File: src/srrq_pkg.sv
// Shared types, sizes and codes for the shortest-remaining-time ready queue.
// Depends on nothing; every other file in src refers to it by scoped names.
package srrq_pkg;

    localparam int QUEUE_DEPTH = 16;
    localparam int CNT_W       = $clog2(QUEUE_DEPTH + 1);
    localparam int OCC_W       = 5;
    localparam int ID_W        = 8;
    localparam int TIME_W      = 16;
    localparam int STATUS_W    = 2;

    // request kinds
    localparam logic ACT_INSERT = 1'b0;
    localparam logic ACT_POP    = 1'b1;

    // result status codes
    localparam logic [STATUS_W-1:0] STAT_DONE      = 2'd0;
    localparam logic [STATUS_W-1:0] STAT_POP_EMPTY = 2'd1;
    localparam logic [STATUS_W-1:0] STAT_DROPPED   = 2'd2;

    typedef struct packed {
        logic [ID_W-1:0]   job_id;
        logic [TIME_W-1:0] remaining_time;
        logic [TIME_W-1:0] arrival_time;
    } t_entry;

    // controller to datapath
    typedef struct packed {
        logic exec;     // apply the request on the ports and load the result register
    } t_cmd;

    // occupancy shows the low OCC_W bits of the count
    function automatic logic [OCC_W-1:0] to_occ(input logic [CNT_W-1:0] count);
        return OCC_W'(count);
    endfunction

endpackage

File: src/srrq_ctrl.sv
// Handshake controller of the ready queue: tracks whether the result register is full.
// Depends on srrq_pkg for the command struct.
module srrq_ctrl (
    input  logic          i_clk,
    input  logic          i_rst_n,
    input  logic          i_valid,
    output logic          o_ready,
    output logic          o_valid,
    input  logic          i_ready,
    output srrq_pkg::t_cmd o_cmd
);

    localparam logic ST_EMPTY = 1'b0;
    localparam logic ST_HELD  = 1'b1;

    logic r_state;
    logic n_state;
    logic accept;

    // take a new request when the result slot is free or drains this cycle
    assign o_ready    = (r_state == ST_EMPTY) || i_ready;
    assign accept     = i_valid && o_ready;
    assign o_valid    = (r_state == ST_HELD);
    assign o_cmd.exec = accept;

    always_comb begin
        n_state = r_state;
        case (r_state)
            ST_EMPTY: begin
                if (accept) n_state = ST_HELD;
            end
            ST_HELD: begin
                if (accept)       n_state = ST_HELD;
                else if (i_ready) n_state = ST_EMPTY;
            end
            default: n_state = ST_EMPTY;
        endcase
    end

    always_ff @(posedge i_clk) begin
        if (!i_rst_n) begin
            r_state <= ST_EMPTY;
        end else begin
            r_state <= n_state;
        end
    end

endmodule

File: src/srrq_dp.sv
// Datapath of the ready queue: sorted shift-register row, entry count, result register.
// Depends on srrq_pkg for sizes, codes and the entry struct.
module srrq_dp (
    input  logic                               i_clk,
    input  logic                               i_rst_n,
    input  srrq_pkg::t_cmd                     i_cmd,
    input  logic                               i_action,
    input  logic [srrq_pkg::ID_W-1:0]          i_job_id,
    input  logic [srrq_pkg::TIME_W-1:0]        i_remaining_time,
    input  logic [srrq_pkg::TIME_W-1:0]        i_arrival_time,
    output logic [srrq_pkg::STATUS_W-1:0]      o_status,
    output logic [srrq_pkg::ID_W-1:0]          o_out_job_id,
    output logic [srrq_pkg::TIME_W-1:0]        o_out_remaining_time,
    output logic [srrq_pkg::TIME_W-1:0]        o_out_arrival_time,
    output logic [srrq_pkg::OCC_W-1:0]         o_occupancy
);

    srrq_pkg::t_entry r_entries [srrq_pkg::QUEUE_DEPTH];
    srrq_pkg::t_entry n_entries [srrq_pkg::QUEUE_DEPTH];
    logic [srrq_pkg::CNT_W-1:0] r_count;
    logic [srrq_pkg::CNT_W-1:0] n_count;

    logic [srrq_pkg::STATUS_W-1:0] r_status, n_status;
    srrq_pkg::t_entry              r_out, n_out;
    logic [srrq_pkg::OCC_W-1:0]    r_occ;

    logic [srrq_pkg::QUEUE_DEPTH-1:0] ahead;
    srrq_pkg::t_entry                 new_entry;
    logic                             is_full;
    logic                             is_empty;

    assign new_entry.job_id         = i_job_id;
    assign new_entry.remaining_time = i_remaining_time;
    assign new_entry.arrival_time   = i_arrival_time;

    assign is_full  = (r_count == srrq_pkg::CNT_W'(srrq_pkg::QUEUE_DEPTH));
    assign is_empty = (r_count == '0);

    // every valid entry compares its key against the new job in parallel;
    // an entry stays ahead on a smaller time, or equal time and no later arrival
    for (genvar k = 0; k < srrq_pkg::QUEUE_DEPTH; k++) begin : g_cmp
        assign ahead[k] = (srrq_pkg::CNT_W'(k) < r_count) &&
            ({r_entries[k].remaining_time, r_entries[k].arrival_time} <=
             {i_remaining_time, i_arrival_time});
    end

    always_comb begin
        n_count  = r_count;
        n_status = srrq_pkg::STAT_DONE;
        n_out    = '0;
        for (int k = 0; k < srrq_pkg::QUEUE_DEPTH; k++) begin
            n_entries[k] = r_entries[k];
        end
        if (i_action == srrq_pkg::ACT_INSERT) begin
            if (is_full) begin
                n_status = srrq_pkg::STAT_DROPPED;
            end else begin
                n_count = r_count + 1'b1;
                // keep the ones ahead, drop the new job into the first gap, shift the rest down
                for (int k = 0; k < srrq_pkg::QUEUE_DEPTH; k++) begin
                    if (ahead[k]) begin
                        n_entries[k] = r_entries[k];
                    end else if (k == 0) begin
                        n_entries[k] = new_entry;
                    end else if (ahead[k-1]) begin
                        n_entries[k] = new_entry;
                    end else begin
                        n_entries[k] = r_entries[k-1];
                    end
                end
            end
        end else begin
            if (is_empty) begin
                n_status = srrq_pkg::STAT_POP_EMPTY;
            end else begin
                n_count = r_count - 1'b1;
                n_out   = r_entries[0];
                for (int k = 0; k < srrq_pkg::QUEUE_DEPTH - 1; k++) begin
                    n_entries[k] = r_entries[k+1];
                end
            end
        end
    end

    always_ff @(posedge i_clk) begin
        if (i_cmd.exec) begin
            for (int k = 0; k < srrq_pkg::QUEUE_DEPTH; k++) begin
                r_entries[k] <= n_entries[k];
            end
            r_status <= n_status;
            r_out    <= n_out;
            r_occ    <= srrq_pkg::to_occ(n_count);
        end
    end

    always_ff @(posedge i_clk) begin
        if (!i_rst_n) begin
            r_count <= '0;
        end else if (i_cmd.exec) begin
            r_count <= n_count;
        end
    end

    assign o_status             = r_status;
    assign o_out_job_id         = r_out.job_id;
    assign o_out_remaining_time = r_out.remaining_time;
    assign o_out_arrival_time   = r_out.arrival_time;
    assign o_occupancy          = r_occ;

endmodule

File: src/shortest_remaining_ready_queue.sv
// Top level of the shortest-remaining-time-first ready queue.
// Depends on srrq_pkg, srrq_ctrl and srrq_dp.
//
//  channel   | handshake          | payload
//  ----------+--------------------+-----------------------------------------------------
//  request   | i_valid / o_ready  | i_action, i_job_id, i_remaining_time, i_arrival_time
//  result    | o_valid / i_ready  | o_status, o_out_job_id, o_out_remaining_time,
//            |                    | o_out_arrival_time, o_occupancy
//
// Cycles: one request per cycle while i_ready takes each result; its result shows in the
//   result register on the next cycle. The figure is set by the row of parallel key
//   compares across all queue entries, which places an insert or shifts out the head combinationally.
// Reset: synchronous, active low; clears the entry count and marks the result slot empty.
//   Entry contents are left as they are, since only entries below the count are ever read.
// Stalls: while a result waits and i_ready is low, o_ready drops and no request is taken;
//   a result taken in the same cycle frees the slot for the next request at once.
module shortest_remaining_ready_queue (
    input  logic                               i_clk,
    input  logic                               i_rst_n,
    input  logic                               i_valid,
    output logic                               o_ready,
    input  logic                               i_action,
    input  logic [srrq_pkg::ID_W-1:0]          i_job_id,
    input  logic [srrq_pkg::TIME_W-1:0]        i_remaining_time,
    input  logic [srrq_pkg::TIME_W-1:0]        i_arrival_time,
    output logic                               o_valid,
    input  logic                               i_ready,
    output logic [srrq_pkg::STATUS_W-1:0]      o_status,
    output logic [srrq_pkg::ID_W-1:0]          o_out_job_id,
    output logic [srrq_pkg::TIME_W-1:0]        o_out_remaining_time,
    output logic [srrq_pkg::TIME_W-1:0]        o_out_arrival_time,
    output logic [srrq_pkg::OCC_W-1:0]         o_occupancy
);

    srrq_pkg::t_cmd cmd;

    // handshake and result-slot tracking
    srrq_ctrl u_ctrl (
        .i_clk   (i_clk),
        .i_rst_n (i_rst_n),
        .i_valid (i_valid),
        .o_ready (o_ready),
        .o_valid (o_valid),
        .i_ready (i_ready),
        .o_cmd   (cmd)
    );

    // sorted queue row and result register
    srrq_dp u_dp (
        .i_clk                (i_clk),
        .i_rst_n              (i_rst_n),
        .i_cmd                (cmd),
        .i_action             (i_action),
        .i_job_id             (i_job_id),
        .i_remaining_time     (i_remaining_time),
        .i_arrival_time       (i_arrival_time),
        .o_status             (o_status),
        .o_out_job_id         (o_out_job_id),
        .o_out_remaining_time (o_out_remaining_time),
        .o_out_arrival_time   (o_out_arrival_time),
        .o_occupancy          (o_occupancy)
    );

    // an accepted request always leaves a result in the slot on the next cycle
    a_accept_gives_result: assert property (@(posedge i_clk) disable iff (!i_rst_n)
        (i_valid && o_ready) |=> o_valid)
        else $error("accepted request produced no result");

    // a dropped insert only happens with the queue at full depth
    a_drop_only_full: assert property (@(posedge i_clk) disable iff (!i_rst_n)
        (o_valid && (o_status == srrq_pkg::STAT_DROPPED)) |->
        (o_occupancy == srrq_pkg::to_occ(srrq_pkg::CNT_W'(srrq_pkg::QUEUE_DEPTH))))
        else $error("insert dropped while queue not full");

    // a pop on an empty queue reports an empty queue and no job
    a_empty_pop_clean: assert property (@(posedge i_clk) disable iff (!i_rst_n)
        (o_valid && (o_status == srrq_pkg::STAT_POP_EMPTY)) |->
        ((o_occupancy == '0) && (o_out_job_id == '0) &&
         (o_out_remaining_time == '0) && (o_out_arrival_time == '0)))
        else $error("empty pop result inconsistent");

endmodule
File: config.mk
export PLATFORM = sky130hd
export DESIGN_NAME = shortest_remaining_ready_queue
export DESIGN_NICKNAME = d
export VERILOG_FILES = /design/src/srrq_pkg.sv /design/src/srrq_ctrl.sv /design/src/srrq_dp.sv /design/src/shortest_remaining_ready_queue.sv
export SDC_FILE = /design/constraint.sdc
export NUM_CORES = 2
export LEC_CHECK = 0
export BUFFER_PORTS_ARGS = -buffer_cell sky130_fd_sc_hd__buf_2
export CAP_MARGIN = 20
export CORE_UTILIZATION = 40
export CTS_CLUSTER_DIAMETER = 150
export DETAILED_ROUTE_END_ITERATION = 10
export SYNTH_ARGS = -nofsm -noshare
export SYNTH_HDL_FRONTEND = slang
export SYNTH_SLANG_ARGS = --single-unit
File: constraint.sdc
create_clock -name i_clk -period 5.61 [get_ports i_clk]
set_input_delay 0.561 -clock i_clk [delete_from_list [all_inputs] [get_ports i_clk]]
set_output_delay 0.561 -clock i_clk [all_outputs]
set_load 0.01 [all_outputs]
==> flow_summary.ini <==
[hold_path]
hold_path_class = in2reg
worstHoldPathCells = 3
holdPathEnd = u_ctrl.o_valid
holdCritStartpoint = i_valid

[detailed_routing]
drtAntennaViolNets = 0
detail_route.first_pass.iterations = 5
drcViolationCount = 0
wl_met1_mm = 64.1
routed_via_density = 6.11
wl_per_cell_um = 23.7
route.met2.wl_mm = 58.9
initialDrtViolationCount = 3224
top_layer_used = met5
wl_met3_mm = 9.76
vias = 35500
wl_mm = 137

[layout]
final_cells = 5803
synthToLayoutAreaGrowth_pct = 10.7
nets = 4799
final_cell_mix = 687 x edfxtp_1, 515 x ha_1, 484 x nand2_1, 284 x a221o_1, 280 x mux2i_1
drive_gt1_share_pct = 8.84
multiInputGateArea_um2 = 23700
register_area_um2 = 20700
fillCellCount = 10600
final_common_cell = edfxtp_1

[worst_setup_path]
crit_arrival_ps = 4560
r2r-end = u_dp.r_entries[1][187]
cp_data_required_time_ps = 5890
worstSetupEndpointType = flip-flop
crit_fanout = 40
r2r-start = u_dp.r_count[0]
crit_path_start_kind = input port
crit_type = in2reg
rr_worst_depth = 8
r2r_setup_slack_ps = 1560

[synth]
synth_area_leader_cell = edfxtp_1
ys_warn_count = 0
synth_edf_count = 687
synth_fp_nets = 4790
syn_inst = 4230
yosysSeqAreaShare_pct = 45.3
ys_seq_elements = 693
syn_area_um2 = 45800
synth_area_leaders = edfxtp_1 45%, ha_1 14%, a221o_1 6.2%, mux2i_1 6.1%, nand2_1 4.0%
synth.avg_cell_area_um2 = 10.8
async_reset_ff_share_pct = 0
synth_top_area_share_pct = 45.0
synth.distinct_cells = 75
synth_ff_type = edfxtp_1

[clock_tree]
clock_path_buffers = 3
ctsResizeCount = 0
clockRootBuffer = clkbuf_16
cts_tree = built
clk-insertion-delay-late_ps = 650
hold_buffers = 0
cts_buffers = 79
postCtsSetupBuffers = 0
clkSlewWorstSetupHoldPaths_ps = 60
clock_sinks = 693
h-tree-depth = 3

[sta]
setup_tns_ps = 0
timing.final.crit_share_pct = 76.3
max_freq_mhz = 234
slew_headroom_pct = 26.5
clock_skew_ps = 13.9
period_needed_ps = 4280
drv_slew = 0
setup_slack_ps = 1330
hold_viol = 0
worst_pin_slew_ps = 1100
rsz0062_at_grt = no
finalSetupViolations = 0

[floorplan]
dieArea_um2 = 116000
io_pins = 94
die_w_um = 340
initial_core_util_pct = 40.6
num_rows = 123
coreArea_um2 = 113000
die_h_um = 340

[run_status]
outcome = finished clean

[global_routing]
grt_pass1_wl_mm = 207
grt_max_degree = 205
grt_usage_pct = 22.9
gr-total-overflow = 0
grt_pass1_vias = 33700
antenna_found_initial = 5

[placed_design]
placedCellCount = 5656
place.gp.congestion = 0.884
dpl.hpwl_mm = 102
port_buffers = 93
dp_worst_setup_slack_ps = 804

[power]
ir_worst_vdd_v = 0.000240
power_leakage_nw = 18.7
cellPowerDensity_nw_per_um2 = 312

[flow_run]
max_cap_violations = 0
per-stage QoR:
step / instance area, um^2 / util [%] / total power [W] / hold WS (ps)
CTS: 50700 / 44.9 / 0.0159 / 160
finish: 50700 / 44.9 / 0.0158 / 197
floorplan: 45800 / - / 0.00936 / 523
global placement: 48100 / 42.6 / 0.0105 / 530
detailed placement: 48100 / 42.6 / 0.0106 / 540
global route: 50700 / 44.9 / 0.0165 / 210
cell type report:
| class | count | share of cell area [%] |
|---|---|---|
| Clock inverter | 41 | 0.797 |
| Antenna cell | 2 | 0.00987 |
| Tap cell | 1500 | 3.70 |
| Sequential cell | 693 | 40.9 |
| Clock buffer | 102 | 4.26 |
| Inverter | 68 | 0.503 |
| Timing Repair Buffer | 215 | 3.05 |
| Multi-Input combinational cell | 3182 | 46.8 |
cell usage after synthesis (all sizes together) (17+ instances only):
master  count
a21oi     233
nor4       17
o21ai     416
ha        515
nand3      93
a21o       36
mux2i     280
nand2     485
nor3       57
a221o     284
a31oi      51
and2      246
clkbuf    226
buf        61
nand4     116
and3       41
nor2b      27
edfxtp    687
inv        67
nor2       59
o311ai     40
kinds of logic after synthesis:
group | count (synthesis) | synth area share, %
XOR/XNOR | 2 | 0.0382
adder cells (fa/ha/maj) | 515 | 14.1
AND/OR/NAND/NOR | 1189 | 13.1
multiplexers | 280 | 6.12
flip-flops | 693 | 45.3
AO/OA/AOI/OAI | 1196 | 17.8
buffers and inverters | 355 | 3.62
registers in the layout, indices dropped and copies added (netlist names):
register                   flops
u_ctrl.o_valid                 1
u_dp.o_occupancy               5
u_dp.o_out_remaining_time     16
u_dp.o_out_arrival_time       16
u_dp.o_out_job_id              8
u_dp.r_count                   5
u_dp.r_entries               640
u_dp.o_status                  2
worst max-delay path by stage:
stage	startpoint	to	slack (ps)	cells past startpoint
final	i_remaining_time[8]	u_dp.r_entries[0][268]	1330	12
after global routing	i_remaining_time[12]	u_dp.r_entries[0][266]	1400	12
after CTS	i_remaining_time[8]	u_dp.r_entries[0][268]	1490	12
after detailed placement	i_remaining_time[12]	u_dp.r_entries[0][266]	800	12
after global placement	i_remaining_time[12]	u_dp.r_entries[0][266]	860	12
after floorplan	i_remaining_time[9]	u_dp.r_entries[1][280]	790	8
critical path, cell delays in order:
cell,delay (ps)
buf_2,330
inv_1,400
buf_4,310
ha_1,280
nand4_1,220
nor4_1,810
nand2b_1,170
a31oi_1,450
nor3_2,160
buf_12,200
a21boi_4,140
buf_4,470
power by group:
group	total [W]	internal, W	switching (W)	leakage [nW]
sequential	0.00717	0.00660	0.000567	6.63
combinational	0.00336	0.00134	0.00202	10.8
clock	0.00530	0.00308	0.00222	1.25
total	0.0158	0.0110	0.00481	18.7
per-layer routing:
metal	up-vias	global-route usage, %
met5	-	0
met2	1399	34.1
met4	6	7.85
li1	16600	-
met3	184	3.15
met1	17300	33.8
Power figures use the tool's default switching activity.
